File: src/sv/tmd_pkg.sv
`timescale 1ns / 1ps
`default_nettype none
// ----------------------------------------------------------------------------
// Typed message deframer package
// Shared types and constants for the deframer core, the result queue and
// the channel interfaces.
// ----------------------------------------------------------------------------
package tmd_pkg;

   localparam int MaxFields   = 16;
   localparam int TypeSlots   = 16;
   localparam int FieldLimit  = (MaxFields < TypeSlots) ? MaxFields : TypeSlots;

   localparam int ByteWidth   = 8;
   localparam int LenWidth    = 16;
   localparam int TypesWidth  = 32;
   localparam int CountWidth  = 5;
   localparam int IndexWidth  = 4;
   localparam int ValueWidth  = 64;
   localparam int EventWidth  = 2;
   localparam int CsrIdxWidth = 3;
   localparam int CsrWidth    = 32;

   localparam logic [CsrIdxWidth-1:0] CSR_EXPECTED_ID   = 3'd0;
   localparam logic [CsrIdxWidth-1:0] CSR_EXPECTED_SIZE = 3'd1;
   localparam logic [CsrIdxWidth-1:0] CSR_FIELD_TYPES   = 3'd2;
   localparam logic [CsrIdxWidth-1:0] CSR_FIELD_COUNT   = 3'd3;

   localparam logic [ByteWidth-1:0]  RESET_EXPECTED_ID   = 8'd0;
   localparam logic [LenWidth-1:0]   RESET_EXPECTED_SIZE = 16'd8;
   localparam logic [TypesWidth-1:0] RESET_FIELD_TYPES   = 32'd10;
   localparam logic [CountWidth-1:0] RESET_FIELD_COUNT   = 5'd2;

   typedef enum logic [EventWidth-1:0] {
      EV_FIELD       = 2'd0,
      EV_DONE        = 2'd1,
      EV_IGNORE_ID   = 2'd2,
      EV_IGNORE_SIZE = 2'd3
   } event_type;

   typedef enum logic [3:0] {
      PH_ID      = 4'b0001,
      PH_LEN_HI  = 4'b0010,
      PH_LEN_LO  = 4'b0100,
      PH_PAYLOAD = 4'b1000
   } phase_type;

   typedef struct packed {
      event_type              event_res;
      logic [IndexWidth-1:0]  field_index;
      logic [ValueWidth-1:0]  field_value;
      logic [ByteWidth-1:0]   message_id;
      logic                   last;
   } rsp_item_type;

   typedef struct packed {
      logic [1:0]   count;
      rsp_item_type item0;
      rsp_item_type item1;
   } push_type;

endpackage
`default_nettype wire

File: src/sv/tmd_channels.sv
`timescale 1ns / 1ps
`default_nettype none
// ----------------------------------------------------------------------------
// Typed message deframer channels
// Valid/ready interfaces for the received byte stream and the result stream.
// ----------------------------------------------------------------------------
interface tmd_req_if
   import tmd_pkg::*;
   ();
   logic                 valid;
   logic                 ready;
   logic [ByteWidth-1:0] rx_byte;

   modport source (output valid, output rx_byte, input ready);
   modport sink (input valid, input rx_byte, output ready);
endinterface

interface tmd_rsp_if
   import tmd_pkg::*;
   ();
   logic                  valid;
   logic                  ready;
   logic [EventWidth-1:0] event_res;
   logic [IndexWidth-1:0] field_index;
   logic [ValueWidth-1:0] field_value;
   logic [ByteWidth-1:0]  message_id;
   logic                  last;

   modport source (output valid, output event_res, output field_index,
                   output field_value, output message_id, output last,
                   input ready);
   modport sink (input valid, input event_res, input field_index,
                 input field_value, input message_id, input last,
                 output ready);
endinterface
`default_nettype wire

File: src/sv/tmd_core.sv
`timescale 1ns / 1ps
`default_nettype none
// ----------------------------------------------------------------------------
// Typed message deframer core
// Holds the configuration registers and the header and field state, and
// produces up to two results for every accepted byte.
// ----------------------------------------------------------------------------
module tmd_core
   import tmd_pkg::*;
(
   input  wire logic                   clock,
   input  wire logic                   reset,
   input  wire logic                   accept,
   input  wire logic [ByteWidth-1:0]   rx_byte,
   input  wire logic                   csr_write_enable,
   input  wire logic [CsrIdxWidth-1:0] csr_index,
   input  wire logic [CsrWidth-1:0]    csr_wdata,
   output push_type                    push
);

   logic [ByteWidth-1:0]  expected_id_ff;
   logic [LenWidth-1:0]   expected_size_ff;
   logic [TypesWidth-1:0] field_types_ff;
   logic [CountWidth-1:0] field_count_ff;

   phase_type             phase_ff, phase_in;
   logic [ByteWidth-1:0]  header_id_ff, header_id_in;
   logic [ByteWidth-1:0]  length_high_ff, length_high_in;
   logic [LenWidth-1:0]   remaining_ff, remaining_in;
   logic                  skipping_ff, skipping_in;
   logic [CountWidth-1:0] current_field_ff, current_field_in;
   logic [2:0]            byte_count_ff, byte_count_in;
   logic [ValueWidth-1:0] accum_ff, accum_in;

   logic [CountWidth-1:0] eff_count;

   always_comb begin
      if (field_count_ff > CountWidth'(FieldLimit)) begin
         eff_count = CountWidth'(FieldLimit);
      end else begin
         eff_count = field_count_ff;
      end
   end

   always_ff @(posedge clock) begin
      if (reset) begin
         expected_id_ff   <= RESET_EXPECTED_ID;
         expected_size_ff <= RESET_EXPECTED_SIZE;
         field_types_ff   <= RESET_FIELD_TYPES;
         field_count_ff   <= RESET_FIELD_COUNT;
      end else if (csr_write_enable) begin
         unique case (csr_index)
            CSR_EXPECTED_ID:   expected_id_ff   <= csr_wdata[ByteWidth-1:0];
            CSR_EXPECTED_SIZE: expected_size_ff <= csr_wdata[LenWidth-1:0];
            CSR_FIELD_TYPES:   field_types_ff   <= csr_wdata[TypesWidth-1:0];
            CSR_FIELD_COUNT:   field_count_ff   <= csr_wdata[CountWidth-1:0];
            default: ;
         endcase
      end
   end

   always_comb begin
      logic [LenWidth-1:0]   len;
      logic                  skip_now;
      logic [1:0]            code;
      logic [3:0]            size;
      logic [3:0]            count_next;
      logic [ValueWidth-1:0] accum_next;
      logic                  field_done;
      rsp_item_type          blank;

      len        = {length_high_ff, rx_byte};
      skip_now   = 1'b0;
      code       = 2'd0;
      size       = 4'd1;
      count_next = 4'd0;
      accum_next = '0;
      field_done = 1'b0;

      blank.event_res   = EV_FIELD;
      blank.field_index = '0;
      blank.field_value = '0;
      blank.message_id  = header_id_ff;
      blank.last        = 1'b0;

      phase_in         = phase_ff;
      header_id_in     = header_id_ff;
      length_high_in   = length_high_ff;
      remaining_in     = remaining_ff;
      skipping_in      = skipping_ff;
      current_field_in = current_field_ff;
      byte_count_in    = byte_count_ff;
      accum_in         = accum_ff;
      push.count       = 2'd0;
      push.item0       = blank;
      push.item1       = blank;

      if (accept) begin
         unique case (phase_ff)
            PH_ID: begin
               header_id_in = rx_byte;
               phase_in     = PH_LEN_HI;
            end
            PH_LEN_HI: begin
               length_high_in = rx_byte;
               phase_in       = PH_LEN_LO;
            end
            PH_LEN_LO: begin
               current_field_in = '0;
               byte_count_in    = '0;
               accum_in         = '0;
               remaining_in     = len;
               if (header_id_ff != expected_id_ff) begin
                  skip_now             = 1'b1;
                  push.count           = 2'd1;
                  push.item0.event_res = EV_IGNORE_ID;
               end else if (len != expected_size_ff) begin
                  skip_now             = 1'b1;
                  push.count           = 2'd1;
                  push.item0.event_res = EV_IGNORE_SIZE;
               end
               skipping_in = skip_now;
               if (len == '0) begin
                  phase_in = PH_ID;
                  if (!skip_now) begin
                     push.count           = 2'd1;
                     push.item0.event_res = EV_DONE;
                  end
               end else begin
                  phase_in = PH_PAYLOAD;
               end
            end
            PH_PAYLOAD: begin
               remaining_in = remaining_ff - LenWidth'(1);
               if (!skipping_ff && (current_field_ff < eff_count)) begin
                  code       = field_types_ff[2*current_field_ff[IndexWidth-1:0] +: 2];
                  size       = 4'd1 << code;
                  accum_next = {accum_ff[ValueWidth-ByteWidth-1:0], rx_byte};
                  count_next = {1'b0, byte_count_ff} + 4'd1;
                  if (count_next >= size) begin
                     field_done             = 1'b1;
                     push.count             = 2'd1;
                     push.item0.event_res   = EV_FIELD;
                     push.item0.field_index = current_field_ff[IndexWidth-1:0];
                     push.item0.field_value = accum_next;
                     accum_in               = '0;
                     byte_count_in          = '0;
                     current_field_in       = current_field_ff + CountWidth'(1);
                  end else begin
                     accum_in      = accum_next;
                     byte_count_in = count_next[2:0];
                  end
               end
               if (remaining_in == '0) begin
                  phase_in = PH_ID;
                  if (!skipping_ff) begin
                     if (field_done) begin
                        push.count           = 2'd2;
                        push.item1.event_res = EV_DONE;
                     end else begin
                        push.count           = 2'd1;
                        push.item0.event_res = EV_DONE;
                     end
                  end
               end
            end
            default: begin
               phase_in = PH_ID;
            end
         endcase
      end

      if (push.count == 2'd2) begin
         push.item1.last = 1'b1;
      end else if (push.count == 2'd1) begin
         push.item0.last = 1'b1;
      end
   end

   always_ff @(posedge clock) begin
      if (reset) begin
         phase_ff         <= PH_ID;
         header_id_ff     <= '0;
         length_high_ff   <= '0;
         remaining_ff     <= '0;
         skipping_ff      <= 1'b0;
         current_field_ff <= '0;
         byte_count_ff    <= '0;
         accum_ff         <= '0;
      end else begin
         phase_ff         <= phase_in;
         header_id_ff     <= header_id_in;
         length_high_ff   <= length_high_in;
         remaining_ff     <= remaining_in;
         skipping_ff      <= skipping_in;
         current_field_ff <= current_field_in;
         byte_count_ff    <= byte_count_in;
         accum_ff         <= accum_in;
      end
   end

   // A message in its payload always has at least one byte left to take.
   assert property (@(posedge clock) disable iff (reset)
      (phase_ff == PH_PAYLOAD) |-> (remaining_ff != '0))
      else $error("payload phase with no bytes remaining");

   // No field is decoded while a message is being skipped.
   assert property (@(posedge clock) disable iff (reset)
      (accept && skipping_ff && (phase_ff == PH_PAYLOAD)) |-> (push.count != 2'd2))
      else $error("field decoded in a skipped message");

   // The phase register always holds exactly one active phase.
   assert property (@(posedge clock) disable iff (reset)
      $onehot(phase_ff))
      else $error("phase register not one-hot");

   // The field position never runs past the type list.
   assert property (@(posedge clock) disable iff (reset)
      current_field_ff <= CountWidth'(FieldLimit))
      else $error("field position beyond the type list");

endmodule
`default_nettype wire

File: src/sv/tmd_rsp_queue.sv
`timescale 1ns / 1ps
`default_nettype none
// ----------------------------------------------------------------------------
// Typed message deframer result queue
// Four-entry queue that takes up to two results per cycle and hands out one
// result transaction per cycle while out_ready is high.
// ----------------------------------------------------------------------------
module tmd_rsp_queue
   import tmd_pkg::*;
(
   input  wire logic   clock,
   input  wire logic   reset,
   input  push_type    push,
   output logic        space_ok,
   output logic        out_valid,
   input  wire logic   out_ready,
   output rsp_item_type out_item
);

   localparam int Depth = 4;

   rsp_item_type entries_ff [Depth];
   logic [1:0]   wr_ptr_ff, wr_ptr_in;
   logic [1:0]   rd_ptr_ff, rd_ptr_in;
   logic [2:0]   count_ff, count_in;
   logic         pop;

   assign space_ok  = (count_ff <= 3'd2);
   assign out_valid = (count_ff != 3'd0);
   assign out_item  = entries_ff[rd_ptr_ff];
   assign pop       = out_valid && out_ready;

   always_comb begin
      wr_ptr_in = wr_ptr_ff + push.count;
      rd_ptr_in = rd_ptr_ff + {1'b0, pop};
      count_in  = count_ff + {1'b0, push.count} - {2'b00, pop};
   end

   always_ff @(posedge clock) begin
      if (push.count != 2'd0) begin
         entries_ff[wr_ptr_ff] <= push.item0;
      end
      if (push.count == 2'd2) begin
         entries_ff[wr_ptr_ff + 2'd1] <= push.item1;
      end
   end

   always_ff @(posedge clock) begin
      if (reset) begin
         wr_ptr_ff <= '0;
         rd_ptr_ff <= '0;
         count_ff  <= '0;
      end else begin
         wr_ptr_ff <= wr_ptr_in;
         rd_ptr_ff <= rd_ptr_in;
         count_ff  <= count_in;
      end
   end

   // Results are only pushed when there is room for two of them.
   assert property (@(posedge clock) disable iff (reset)
      (push.count != 2'd0) |-> space_ok)
      else $error("result pushed into a full queue");

   // The fill level follows the pushes and pops of the previous cycle.
   assert property (@(posedge clock) disable iff (reset)
      1'b1 |=> (count_ff == $past(count_ff) + {1'b0, $past(push.count)}
                - {2'b00, $past(pop)}))
      else $error("queue fill level out of step");

   // The fill level stays within the queue depth.
   assert property (@(posedge clock) disable iff (reset)
      count_ff <= 3'(Depth))
      else $error("queue overflow");

   // A waiting head result holds until it is taken.
   assert property (@(posedge clock) disable iff (reset)
      (out_valid && !out_ready) |=> (out_valid && $stable(out_item)))
      else $error("head result changed while stalled");

endmodule
`default_nettype wire

File: src/sv/typed_message_deframer_unit.sv
`timescale 1ns / 1ps
`default_nettype none
// ----------------------------------------------------------------------------
// Typed message deframer unit
// Deframes id/length headed messages from a byte stream and decodes the
// payload into big-endian fields by a configured type list.
// Results: each result is written into the result queue registers and is
// offered from there, behind any results already waiting. Throughput: one
// byte per cycle while the queue holds at most two results; one result
// transaction leaves per cycle while the receiver is ready, so a byte that
// ends a field and a message yields two output transactions.
// Reset: registers return to their reset values, state clears, queue empties.
// ----------------------------------------------------------------------------
module typed_message_deframer_unit
   import tmd_pkg::*;
(
   input  wire logic                   clock,
   input  wire logic                   reset,
   tmd_req_if.sink                     req_channel,
   tmd_rsp_if.source                   rsp_channel,
   input  wire logic                   csr_write_enable,
   input  wire logic [CsrIdxWidth-1:0] csr_index,
   input  wire logic [CsrWidth-1:0]    csr_wdata
);

   push_type     push;
   logic         space_ok;
   logic         accept;
   rsp_item_type head;

   assign req_channel.ready = space_ok;
   assign accept            = req_channel.valid && space_ok;

   tmd_core u_core (
      .clock            (clock),
      .reset            (reset),
      .accept           (accept),
      .rx_byte          (req_channel.rx_byte),
      .csr_write_enable (csr_write_enable),
      .csr_index        (csr_index),
      .csr_wdata        (csr_wdata),
      .push             (push)
   );

   tmd_rsp_queue u_queue (
      .clock     (clock),
      .reset     (reset),
      .push      (push),
      .space_ok  (space_ok),
      .out_valid (rsp_channel.valid),
      .out_ready (rsp_channel.ready),
      .out_item  (head)
   );

   assign rsp_channel.event_res   = head.event_res;
   assign rsp_channel.field_index = head.field_index;
   assign rsp_channel.field_value = head.field_value;
   assign rsp_channel.message_id  = head.message_id;
   assign rsp_channel.last        = head.last;

endmodule
`default_nettype wire
File: src/flat_wrapper.sv
// flat-port wrapper written by rule: the top's interface ports become plain ports
module typed_message_deframer_unit_flat import tmd_pkg::*;
  (clock, reset, csr_write_enable, csr_index, csr_wdata, req_channel_valid, req_channel_rx_byte, req_channel_ready, rsp_channel_valid, rsp_channel_event_res, rsp_channel_field_index, rsp_channel_field_value, rsp_channel_message_id, rsp_channel_last, rsp_channel_ready);
  tmd_req_if req_channel_i ();
  tmd_rsp_if rsp_channel_i ();
  input  wire logic clock;
  input  wire logic reset;
  input  wire logic csr_write_enable;
  input  wire logic [CsrIdxWidth-1:0] csr_index;
  input  wire logic [CsrWidth-1:0] csr_wdata;
  input wire logic [$bits(req_channel_i.valid)-1:0] req_channel_valid;
  input wire logic [$bits(req_channel_i.rx_byte)-1:0] req_channel_rx_byte;
  output wire logic [$bits(req_channel_i.ready)-1:0] req_channel_ready;
  output wire logic [$bits(rsp_channel_i.valid)-1:0] rsp_channel_valid;
  output wire logic [$bits(rsp_channel_i.event_res)-1:0] rsp_channel_event_res;
  output wire logic [$bits(rsp_channel_i.field_index)-1:0] rsp_channel_field_index;
  output wire logic [$bits(rsp_channel_i.field_value)-1:0] rsp_channel_field_value;
  output wire logic [$bits(rsp_channel_i.message_id)-1:0] rsp_channel_message_id;
  output wire logic [$bits(rsp_channel_i.last)-1:0] rsp_channel_last;
  input wire logic [$bits(rsp_channel_i.ready)-1:0] rsp_channel_ready;
  assign req_channel_i.valid = req_channel_valid;
  assign req_channel_i.rx_byte = req_channel_rx_byte;
  assign req_channel_ready = req_channel_i.ready;
  assign rsp_channel_valid = rsp_channel_i.valid;
  assign rsp_channel_event_res = rsp_channel_i.event_res;
  assign rsp_channel_field_index = rsp_channel_i.field_index;
  assign rsp_channel_field_value = rsp_channel_i.field_value;
  assign rsp_channel_message_id = rsp_channel_i.message_id;
  assign rsp_channel_last = rsp_channel_i.last;
  assign rsp_channel_i.ready = rsp_channel_ready;
  typed_message_deframer_unit u_core (.clock(clock), .reset(reset), .req_channel(req_channel_i), .rsp_channel(rsp_channel_i), .csr_write_enable(csr_write_enable), .csr_index(csr_index), .csr_wdata(csr_wdata));
endmodule
File: config.mk
export PLATFORM = sky130hd
export DESIGN_NAME = typed_message_deframer_unit_flat
export DESIGN_NICKNAME = d
export VERILOG_FILES = /design/src/sv/tmd_pkg.sv /design/src/sv/tmd_channels.sv /design/src/sv/tmd_core.sv /design/src/sv/tmd_rsp_queue.sv /design/src/sv/typed_message_deframer_unit.sv /design/src/flat_wrapper.sv
export SDC_FILE = /design/constraint.sdc
export NUM_CORES = 1
export LEC_CHECK = 0
export BUFFER_PORTS_ARGS = -buffer_cell sky130_fd_sc_hd__clkbuf_2
export CAP_MARGIN = 40
export CORE_MARGIN = 10
export CORE_UTILIZATION = 55
export CTS_CLUSTER_SIZE = 20
export DETAILED_ROUTE_END_ITERATION = 8
export PLACE_DENSITY_LB_ADDON = 0.05
export SKIP_LAST_GASP = 1
export SLEW_MARGIN = 40
export SYNTH_ARGS = -nofsm -noshare
export SYNTH_HDL_FRONTEND = slang
export SYNTH_SLANG_ARGS = --single-unit
File: constraint.sdc
create_clock -name clock -period 5.8 [get_ports clock]
set_input_delay 0.87 -clock clock [delete_from_list [all_inputs] [get_ports clock]]
set_output_delay 0.87 -clock clock [all_outputs]
set_load 0.03 [all_outputs]
=== After elaboration in Yosys (flattened, before gate mapping) ===
Memories as Yosys holds them, arrays and structs flattened. A register that Yosys moved wholly into a read port is not among the register bits.
Cells that the tools add are included.

* Shift-type cells: 2
* Reductions and logical operators: 21
* Magnitude comparators: 4
* Equal/unequal tests: 14
* Add/subtract/negate cells: 8
* Mux-type cells: 47

{| class="wikitable"
|+ Operator list
! kind !! count
|-
| 71-bit 2-to-1 mux || 2
|-
| 56-bit 2-to-1 mux || 2
|-
| 56-bit case mux with 2 select lines || 1
|-
| 72-bit 2-to-1 mux || 1
|-
| 68-bit 2-to-1 mux || 1
|-
| 16-bit zero test || 2
|-
| 16-bit case mux with 2 select lines || 1
|-
| 32-bit by 6-bit variable part select with 2-bit output || 1
|-
| 4-bit 2-to-1 mux || 6
|-
| 1-bit 2-to-1 mux || 19
|-
| 2-bit AND reduction || 9
|-
| 16-bit inequality test || 1
|-
| 4-bit case mux with 4 select lines || 1
|-
| 16-bit by 1-bit subtractor with 16-bit output, second input constant || 1
|-
| 5-bit 2-to-1 mux || 3
|-
| 3-bit 2-to-1 mux || 4
|-
| 5-bit case mux with 2 select lines || 1
|-
| 8-bit inequality test || 1
|-
| 4-bit case mux with 2 select lines || 1
|-
| 3-bit by 2-bit equality test with 1-bit output, second input constant || 2
|-
| 2-bit 2-to-1 mux || 3
|-
| 2-bit inequality test, second input constant || 3
|-
| 3-bit case mux with 2 select lines || 1
|-
| 5-bit by 1-bit adder with 5-bit output, second input constant || 1
|-
| other kinds (25) || 28
|}

* Bits in writable memories: 316
* Flip-flop bits (word level): 169
* Logic and storage cells: 112
* Memories kept: 1

{| class="wikitable"
|+ Memory list
! name !! depth !! bits a word !! rd ports !! clocked after Yosys merged registers in !! wr ports !! line !! RTL
|-
| u_core.u_queue.entries_ff || 4 || 79 || 1 || 1 || 2 || tmd_rsp_queue.sv:22 || <nowiki>rsp_item_type entries_ff [Depth];</nowiki>
|}

=== Logic depth before layout (Yosys ltp) ===
Gate-level depths: netlist (run 1).

* Word-level depth: 15
* Depth in mapped cells: 22

=== Hierarchy ===
A second synthesis (run 1) with hierarchy kept.

* Cell total of the unflattened synthesis: 1881
* Area total of the unflattened synthesis: 23971.7 sq um

{| class="wikitable"
|+ By module, submodules not included
! module !! cells each !! area an instance (sq um) !! instances
|-
| tmd_rsp_queue || 815 || 15605.0 || 1
|-
| tmd_core || 1065 || 8360.5 || 1
|-
| typed_message_deframer_unit || 1 || 6.3 || 1
|}

=== Worst setup path after synthesis (run 1) ===
No wires, ideal clock.

* Path type: reg2reg
* From: register u_core.u_core.current_field_ff[0]
* To: register u_core.u_queue.count_ff[2]
* Cell stages (with the launch flop): 23
* Library setup time: 128 ps
* Data arrival time: 5153 ps
* Period minus slack after synthesis: 5281 ps
* Slack: 519 ps
* Cell sequence: dfxtp_1 > clkbuf_1 > mux4_2 > mux4_2 > nor2_1 > ha_1 > nand2b_1 > a21o_1 > a21o_1 > a21o_1 > nand2_1 > ha_1 > o32a_1 > a21oi_2 > inv_1 > ha_1 > inv_1 > ha_1 > inv_1 > fa_1 > xnor2_1 > xnor2_1 > nor2_1

* Word-level cells in the longest chain between the ends: 14
* Elaborated cells between the ends (all ways): 18
* Classes of those cells: add/sub (2); order compare (2); shift (2); mux (11); reduce/logical (1)

{| class="wikitable"
|+ RTL lines
! item !! line !! RTL
|-
| start, declared || tmd_core.sv:31 || <nowiki>logic [CountWidth-1:0] current_field_ff, current_field_in;</nowiki>
|-
| start signal, assigned || tmd_core.sv:196 || <nowiki>current_field_ff <= current_field_in;</nowiki>
|-
| 32-bit by 6-bit variable part select with 2-bit output || tmd_core.sv:136 || <nowiki>code = field_types_ff[2*current_field_ff[IndexWidth-1:0] +: 2];</nowiki>
|-
| 1-bit by 2-bit << shifter with 4-bit output || tmd_core.sv:137 || <nowiki>size = 4'd1 << code;</nowiki>
|-
| 4-bit greater-or-equal comparator || tmd_core.sv:140 || <nowiki>if (count_next >= size) begin</nowiki>
|-
| 1-bit 2-to-1 mux || tmd_core.sv:140 ||
|-
| 1-bit 2-to-1 mux || tmd_core.sv:135 || <nowiki>if (!skipping_ff && (current_field_ff < eff_count)) begin</nowiki>
|-
| 1-bit 2-to-1 mux || tmd_core.sv:99 || <nowiki>unique case (phase_ff)</nowiki>
|-
| 1-bit 2-to-1 mux || tmd_core.sv:98 || <nowiki>if (accept) begin</nowiki>
|-
| 2-bit 2-to-1 mux || tmd_core.sv:157 || <nowiki>if (field_done) begin</nowiki>
|-
| 4-bit 2-to-1 mux || tmd_core.sv:156 || <nowiki>if (!skipping_ff) begin</nowiki>
|-
| 4-bit 2-to-1 mux * || tmd_core.sv:154 || <nowiki>if (remaining_in == '0) begin</nowiki>
|-
| 4-bit case mux with 2 select lines * || tmd_core.sv:99 ||
|-
| 72-bit 2-to-1 mux * || tmd_core.sv:98 ||
|-
| 3-bit by 2-bit adder with 3-bit output * || tmd_rsp_queue.sv:36 || <nowiki>count_in = count_ff + {1'b0, push.count} - {2'b00, pop};</nowiki>
|-
| 3-bit by 1-bit subtractor with 3-bit output * || tmd_rsp_queue.sv:36 ||
|-
| end signal, assigned || tmd_rsp_queue.sv:56 || <nowiki>count_ff <= count_in;</nowiki>
|-
| end, declared || tmd_rsp_queue.sv:25 || <nowiki>logic [2:0] count_ff, count_in;</nowiki>
|}

Every way passes the cells marked *; elsewhere a longest branch is shown, timed or not. The select of a mux whose other input is x is not followed.
A chain may end at the register's enable or synchronous reset.

=== Final worst setup path (run 1) ===
Same ends and word-level chain as after synthesis.

==> impl_summary.md, run 1 <==
Run status
The flow ran to the end, and the final reports show no timing, DRC or antenna violations.

Pwr
For this design the static power due to leakage is approximately 8.7 nW. The ratio of total power to cell area is 320 nW/µm². The design draws 7.64 mW. Across the VDD grid, the largest voltage drop is 0.218 mV.

Layout
Leaving out fill and tap cells, the most frequent cells in the layout are sky130_fd_sc_hd__dfxtp_1, sky130_fd_sc_hd__nand2_1, sky130_fd_sc_hd__a21oi_1. The library cell used most frequently in the layout, excluding fill and tap cells, is sky130_fd_sc_hd__dfxtp_1. The area of the multi-input gates is a little over 10000 µm². The post-route netlist has a little under a fifth of its cells at a drive strength greater than 1. The filler cell count in the final layout is 3252. The final net count is roughly 2300. 0 antenna diodes ended up in the layout.

Registers take 10100 µm². Relative to the synthesized area, the layout overhead comes to 12.4%. The utilization after layout is 63.0%.

Global route
The first-pass GRT wire length is 95500 µm. The aggregate global-route resource usage is 25.0%. The initial antenna violation count is 0. Summed over all layers, the global routing overflow is 0. The via count of the first global-routing pass came to ~17000. Entering global routing, the biggest net connects 139 pins.

Min path
The worst hold path begins at u_core.u_core.field_types_ff[14]$_SDFFE_PP0P_. The worst hold path stage count is 2. The endpoint of the worst hold-timing path is u_core.u_core.field_types_ff[14]$_SDFFE_PP0P_. The type of the most critical hold path is register to register.

Synthesis
The Yosys step of the flow raised 0 warnings. After technology mapping, the gate count stands at roughly 2200. The number of different library cells used by synthesis comes to 59. The number of flip-flops and latches in the synthesized netlist is around 490. By area the synthesized netlist is led by sky130_fd_sc_hd__dfxtp_1, sky130_fd_sc_hd__mux4_2, sky130_fd_sc_hd__nand2_1. Of the post-synthesis cell area, the dominant cell type holds a little over two fifths. sky130_fd_sc_hd__dfxtp_1 takes more of the synthesized area than any other cell.

After synthesis, flip-flops and latches occupy a little under half of the total area. The combined area of all synthesized cells is 21200 µm². Yosys mapped a number of flops with a built-in enable equal to 40.

Among all flip-flop cells after synthesis, the most frequent one is sky130_fd_sc_hd__dfxtp_1. The number of nets in the synthesized netlist is 2253. A synthesized cell averages 9.71 µm². After synthesis, the share of flip-flops with an asynchronous set or reset is 0%.

Clock tree
The number of instances resized during post-cts repair is 0. The CTS buffer count is 50. The clock tree synthesis step divided the H-tree into 2 levels.

Once the clock tree was built, the setup fixing pass inserted 0 buffers. The clock transition at the registers of the reported paths is 0.06 ns. Clock tree synthesis found a total of 485 sinks.

In this run the deepest clock path goes through 3 buffers. The hold buffer count at CTS is 0. The root cell of the clock tree is sky130_fd_sc_hd__clkbuf_16. TritonCTS built the clock tree. The source-to-sink clock delay at the later pin of the worst-skew pair is ~0.59 ns.

STA
The number of max-slew violations in the final report is 0. The final count of negative-setup-slack endpoints is 0. For the finished layout, the period the worst path requires is 5.28 ns. The setup TNS is 0 ns. The relative max-transition margin is about 45%. The worst hold slack after final layout is 0.455 ns. For the pin with the worst max-slew slack, the measured transition is 0.831 ns. Across the routed clock network, the largest skew measured is 0.0135 ns.

Based on the critical path, the design can be clocked at up to 0.189 GHz. The hold violation count in the final report is 0. Setup repair after global routing left no endpoint under its margin.

The worst path meets setup with 0.518 ns of slack. After layout, the worst path uses slightly above 90% of the clock period.

Route
The final routed wirelength across all metal layers is 60700 µm. The routed wirelength normalized by instance count is 22.2 µm. The routed via count divided by cell count is 6.29. The via count is 17200.

For this run, the detailed router's first-pass iteration total came to 5. For this block, the initial DRC count from the detailed router was 1485. The DRC violation count after routing is 0. The count of nets left with antenna violations once routing finished came out at 0.

Setup path
The path type of the worst setup path is register to register. The worst reg-to-reg path cell count is 21. In this run the worst path has a maximum fanout of 9. The worst register-to-register path ends at u_core.u_queue.count_ff[2]$_SDFF_PP0_. The kind of start point of the critical path is a register. The start of the worst register-to-register path is u_core.u_core.current_field_ff[0]$_SDFFE_PP0P_. For the worst setup path, the data required time is approximately 6.3 ns. The worst endpoint data arrival time is 5.74 ns. Across all register-to-register paths, the minimum setup slack is roughly 0.52 ns. STA classifies the critical path endpoint as a register.

Floorplan
The starting density of the core is 56.1%. The width of the die is roughly 220 µm. Measured along the y axis, the die boundary spans 216 µm. The count of boundary I/O pins is around 130.

The die covers 46800 µm². The core region is between 30000 and 40000 µm². The total number of placement rows is 71.

Place
The last weighted congestion value of the routability-driven placer is 0.883. Detailed placement finished with a half-perimeter wire length of 34800 µm. In this run the tool buffered the top-level ports with 128 buffer cells.

Prior to clock tree synthesis, the placed netlist has a worst setup slack of between 0.4 and 0.5 ns.

Run
The tool flagged a number of max-cap violations equal to 0.
## cell families after synthesis
| group | count (synthesis) | synth area share, % |
|---|---|---|
| AOI/OAI and AO/OA | 506 | 15.8 |
| xor gates and xnor gates | 40 | 1.65 |
| adders and majority gates | 20 | 1.21 |
| buffers and inverters | 236 | 4.49 |
| DFF | 485 | 47.6 |
| muxes | 178 | 13.6 |
| and+or+nand+nor | 720 | 15.6 |
## layout make-up
cell class,instances,share of cell area (%)
Clock inverter,17,1.02
Sequential cell,485,42.4
Multi-Input combinational cell,1464,43.0
Clock buffer,71,6.09
Tap cell,511,2.68
Inverter,22,0.346
Timing Repair Buffer,163,4.44
## layer usage
layer	vias up	track usage, %	part of all wire, %
met5	-	0	0
met1	8467	34.0	44
met2	630	39.7	47
li1	7996	-	-
met3	92	5.26	7.5
met4	0	7.11	2.1
## sequential cells by signal, summed over array words and instances (netlist names), 5 cells and up
name and cells:
u_core.u_queue.entries_ff 316, u_core.u_core.accum_ff 56, u_core.u_core.field_types_ff 32, u_core.u_core.expected_size_ff 16
u_core.u_core.remaining_ff 16, u_core.u_core.expected_id_ff 8, u_core.u_core.header_id_ff 8, u_core.u_core.length_high_ff 8
u_core.u_core.current_field_ff 5, u_core.u_core.field_count_ff 5
## per-stage QoR
stage | cells | cell area, µm²
3_5_place_dp | 2645 | 22100
6_report | 2733 | 23800
2_1_floorplan | 2185 | 21200
4_1_cts | 2733 | 23800
3_3_place_gp | 2643 | 22100
5_1_grt | 2733 | 23800
## worst max-delay path, cell delays in order (launching register included)
cell	delay (ns)
sky130_fd_sc_hd__dfxtp_1	0.64
sky130_fd_sc_hd__mux4_2	0.57
sky130_fd_sc_hd__mux4_2	0.52
sky130_fd_sc_hd__nor2_1	0.13
sky130_fd_sc_hd__ha_1	0.23
sky130_fd_sc_hd__nand2b_1	0.14
sky130_fd_sc_hd__a21o_1	0.17
sky130_fd_sc_hd__a21o_1	0.22
sky130_fd_sc_hd__a21o_1	0.24
sky130_fd_sc_hd__nand2_1	0.12
sky130_fd_sc_hd__ha_1	0.29
sky130_fd_sc_hd__o32a_1	0.37
sky130_fd_sc_hd__a21oi_2	0.17
sky130_fd_sc_hd__inv_1	0.06
sky130_fd_sc_hd__ha_1	0.26
sky130_fd_sc_hd__inv_1	0.05
sky130_fd_sc_hd__ha_1	0.13
sky130_fd_sc_hd__inv_1	0.05
sky130_fd_sc_hd__fa_1	0.44
sky130_fd_sc_hd__xnor2_1	0.18
sky130_fd_sc_hd__xnor2_1	0.14
sky130_fd_sc_hd__nor2_1	0.05
## synth_stat cells (all sizes together) (7+ instances only)
cell type	number
dfxtp	445
nor2	83
a31o	60
nand2	352
o22ai	8
nand3b	8
o2bb2ai	68
nand2b	12
a211oi	14
a21oi	151
mux2i	89
mux4	89
buf	52
nor4	79
nand3	137
o211ai	79
ha	19
xor2	33
o21ai	97
inv	22
clkbuf	162
edfxtp	40
xnor2	7
## worst max path at each step
stage | from | cells past startpoint | to
4_1_cts | u_core.u_core.current_field_ff[0]$_SDFFE_PP0P_ | 21 | u_core.u_queue.count_ff[2]$_SDFF_PP0_
3_3_place_gp | u_core.u_core.current_field_ff[0]$_SDFFE_PP0P_ | 21 | u_core.u_queue.count_ff[2]$_SDFF_PP0_
6_report | u_core.u_core.current_field_ff[0]$_SDFFE_PP0P_ | 21 | u_core.u_queue.count_ff[2]$_SDFF_PP0_
5_1_grt | u_core.u_core.current_field_ff[0]$_SDFFE_PP0P_ | 21 | u_core.u_queue.count_ff[2]$_SDFF_PP0_
2_1_floorplan | u_core.u_core.current_field_ff[0]$_SDFFE_PP0P_ | 22 | u_core.u_queue.count_ff[2]$_SDFF_PP0_
3_5_place_dp | u_core.u_core.current_field_ff[0]$_SDFFE_PP0P_ | 21 | u_core.u_queue.count_ff[2]$_SDFF_PP0_
## power by group
group | switching (mW) | internal [mW] | leakage, nW | total (mW)
logic | 0.454 | 0.338 | 3.93 | 0.792
registers | 0.0826 | 3.41 | 3.91 | 3.49
clock network | 1.35 | 2.00 | 0.831 | 3.35
total | 1.89 | 5.75 | 8.67 | 7.64
Power figures use the tool's default switching activity.
==> run 2: changes to the inputs <==
Settings changed: CELL_PAD_IN_SITES_DETAIL_PLACEMENT from default to 0, CELL_PAD_IN_SITES_GLOBAL_PLACEMENT from default to 2, CORE_UTILIZATION 55 to 39.
==> impl_summary.md, run 2 (synthesized netlist as in run 1, its figures left out) <==
STA
The relative max-transition margin came to 41.6% (-3.0 points). The hold violation count in the final report was 0 (unchanged). The final worst clock skew was 0.0258 ns (+0.0123 ns). The smallest setup slack after layout came to 0.551 ns (+0.0329 ns). The clock period minus worst slack was 5.25 ns (-0.0329 ns).

The actual slew at the worst max-slew pin is 0.875 ns (+0.0448 ns). The final count of negative-setup-slack endpoints is 0 (unchanged). The number of max-slew violations in the final report is 0 (unchanged).

The setup TNS was 0 ns (unchanged). The share of the cycle needed by the critical path after routing is 90.5% (-0.57 points). The worst hold slack after final layout is 0.454 ns (-0.00109 ns). The highest clock frequency the design can meet is 0.191 GHz (+0.63%). Setup repair after global routing left no endpoint under its margin.

Layout
The register name with the most flops is u_core.u_queue.entries_ff. Leaving out fill and tap cells, the most frequent cells in the layout are sky130_fd_sc_hd__dfxtp_1, sky130_fd_sc_hd__nand2_1, sky130_fd_sc_hd__a21oi_1. The area growth from synthesis to layout is 15.1%. The most common cell after layout, fill and taps aside is sky130_fd_sc_hd__dfxtp_1. The share of layout cells above drive strength 1 is 19.7% (+0.71 points). The flip-flop count of the largest register after layout is 316 (unchanged). The largest registers in the layout are u_core.u_queue.entries_ff (316), u_core.u_core.accum_ff (56), u_core.u_core.field_types_ff (32).

The final net count came to 2266 (+0.53%).

Setup path
The worst reg2reg path endpoint is u_core.u_queue.count_ff[2]$_SDFF_PP0_. The worst reg-to-reg path cell count is 21 (unchanged). The reg-to-reg setup timing slack is 0.55 ns (+0.03 ns). The worst setup path is launched from a register. The largest fanout of any net on the critical path is 9 (unchanged). The worst setup path is captured at a register.

The start of the worst register-to-register path is u_core.u_core.current_field_ff[0]$_SDFFE_PP0P_. The worst endpoint data arrival time is 5.71 ns (-0.03 ns). The setup path with the least slack is of type register to register. The data required time at the worst endpoint came to 6.26 ns (about the same).

Floorplan
The count of boundary I/O pins is 129 (unchanged). The width of the die is 253 µm (+17%). The die area is 64100 µm² (+37%). The starting density of the core is 39.4% (-17 points). The total number of placement rows is 85 (+20%). The die height is 253 µm (+17%). The core footprint was 53800 µm² (+42%).

Route
The iteration-0 DRC count of the detailed router is 1207 (-19%). The length of the first detailed-routing pass in iterations is 7 (+2). The routed wirelength normalized by instance count is 23.4 µm (+5.2%).

The final routed wirelength across all metal layers is 68700 µm (+13%). The via count is 17100 (-0.26%). The routed via count divided by cell count was 5.83 (-7.3%). The number of antenna-violating nets in the routed design is 0 (unchanged).

The DRC violation count after routing was 0 (unchanged).

Clock tree
The CTS buffer count came to 55 (+10%). TritonCTS built the clock tree. The post-CTS setup buffer count is 0 (unchanged).

The total clock sinks is 485 (unchanged). The number of buffers on the longest clock path is 3 (unchanged). The source-to-sink clock delay at the later pin of the worst-skew pair is 0.62 ns (+0.03 ns). The clock transition at the registers of the reported paths was 0.06 ns (about the same). The CTS H-tree depth came to 2 (unchanged). CTS placed an instance of sky130_fd_sc_hd__clkbuf_16 at the clock tree root.

Min path
The worst hold path begins at u_core.u_core.field_types_ff[31]$_SDFFE_PP0P_. The endpoint of the worst hold-timing path is u_core.u_core.field_types_ff[31]$_SDFFE_PP0P_. The worst hold path stage count was 2 (unchanged). The type of the most critical hold path is register to register.

Global route
The via count of the first global-routing pass was 17000 (+1.4%). The global route total overflow is 0 (unchanged). The initial antenna violation count was 3 (+3). The maximum number of pins on one net before global-route repair was 139 (unchanged). The first-pass GRT wire length is 106000 µm (+11%). The aggregate global-route resource usage is 21.1% (-3.9 points).

Pwr
The total power draw came to 8.01 mW (+4.9%). The ratio of total power to cell area was 328 nW/µm² (+2.4%). The worst IR drop on VDD is 0.238 mV (+9.0%).

The reported leakage power is 8.85 nW (+2.0%).

Place
The last weighted congestion value of the routability-driven placer is 0.804 (-9.0%). The half-perimeter wire length after placement was 40200 µm (+15%). The pre-CTS setup slack is 0.341 ns (-0.155 ns).

The number of input and output port buffers inserted is 128 (unchanged).

Run
The max-capacitance violation count is 0 (unchanged).

Run status
The run finished with clean final reports.
run 2: cell count changes in the layout (fill, tap and decap cells not counted), moves of 2 or more:
cell                        change
sky130_fd_sc_hd__clkbuf_8       +2
sky130_fd_sc_hd__buf_4          +3
sky130_fd_sc_hd__bufinv_16      +2
sky130_fd_sc_hd__buf_6          +2
sky130_fd_sc_hd__clkbuf_16      +5
sky130_fd_sc_hd__clkbuf_1       +5
sky130_fd_sc_hd__buf_12         +2
run 2: area by class of cell:
type / instances / area (µm²)
timing repair buffer: 170 / 1140
clock inverter: 20 / 319
tap: 696 / 871
inverter: 22 / 82.6
sequential: 485 / 10100
antenna: 1 / 2.50
multi-input combinational: 1464 / 10300
clock buffer: 83 / 1620
fill: 5170 / 29400
run 2: worst max-delay path by stage:
stage / start / to / slack, ns
floorplan: u_core.u_core.current_field_ff[0]$_SDFFE_PP0P_ / u_core.u_queue.count_ff[2]$_SDFF_PP0_ / 0.52
global placement: u_core.u_core.current_field_ff[0]$_SDFFE_PP0P_ / u_core.u_queue.count_ff[2]$_SDFF_PP0_ / 0.37
detailed placement: u_core.u_core.current_field_ff[0]$_SDFFE_PP0P_ / u_core.u_queue.count_ff[2]$_SDFF_PP0_ / 0.34
CTS: u_core.u_core.current_field_ff[0]$_SDFFE_PP0P_ / u_core.u_queue.count_ff[2]$_SDFF_PP0_ / 0.33
global route: u_core.u_core.current_field_ff[0]$_SDFFE_PP0P_ / u_core.u_queue.count_ff[2]$_SDFF_PP0_ / 0.22
finish: u_core.u_core.current_field_ff[0]$_SDFFE_PP0P_ / u_core.u_queue.count_ff[2]$_SDFF_PP0_ / 0.55
run 2: worst max-delay path, stage by stage, from the launching register on:
cell and delay (ns):
sky130_fd_sc_hd__dfxtp_2 0.50, sky130_fd_sc_hd__mux4_2 0.55, sky130_fd_sc_hd__mux4_2 0.53, sky130_fd_sc_hd__nor2_1 0.11, sky130_fd_sc_hd__ha_1 0.23, sky130_fd_sc_hd__nand2b_1 0.14
sky130_fd_sc_hd__a21o_1 0.17, sky130_fd_sc_hd__a21o_1 0.22, sky130_fd_sc_hd__a21o_1 0.21, sky130_fd_sc_hd__nand2_1 0.14, sky130_fd_sc_hd__ha_1 0.29, sky130_fd_sc_hd__o32a_1 0.37
sky130_fd_sc_hd__a21oi_2 0.29, sky130_fd_sc_hd__inv_1 0.08, sky130_fd_sc_hd__ha_1 0.27, sky130_fd_sc_hd__inv_1 0.05, sky130_fd_sc_hd__ha_1 0.12, sky130_fd_sc_hd__inv_1 0.05
sky130_fd_sc_hd__fa_1 0.43, sky130_fd_sc_hd__xnor2_1 0.17, sky130_fd_sc_hd__xnor2_1 0.13, sky130_fd_sc_hd__nor2_1 0.05
run 2: routing by layer:
metal  share of wire [%]  up-vias  global-route usage, %  wire (µm)
met5                   0        -                      0          0
met4                 1.7        0                   5.04       1190
met3                 5.5       77                   3.74       3790
met2                  45      463                   33.3      31100
met1                  47     8575                   29.6      32600
li1                    -     8026                      -          -
run 2: repair_timing:
| action | CTS | global route |
|---|---|---|
| resized for setup | 0 | 1 |
| endpoints found under the setup margin | 0 | 1 |
| hold buffers | 0 | 0 |
run 2: where the power goes:
group,switching (mW),internal [mW],total [mW],leakage [nW]
Clock,1.45,2.28,3.73,0.948
Sequential,0.126,3.41,3.54,3.91
Combinational,0.424,0.324,0.748,3.98
run 2: through the flow:
stage	cell area, µm²	cells	utilization (%)
after floorplan	21200	2185	-
after global placement	22400	2837	41.7
after detailed placement	22500	2837	41.8
after CTS	24400	2940	45.4
after global routing	24400	2940	45.4
final	24400	2941	45.4
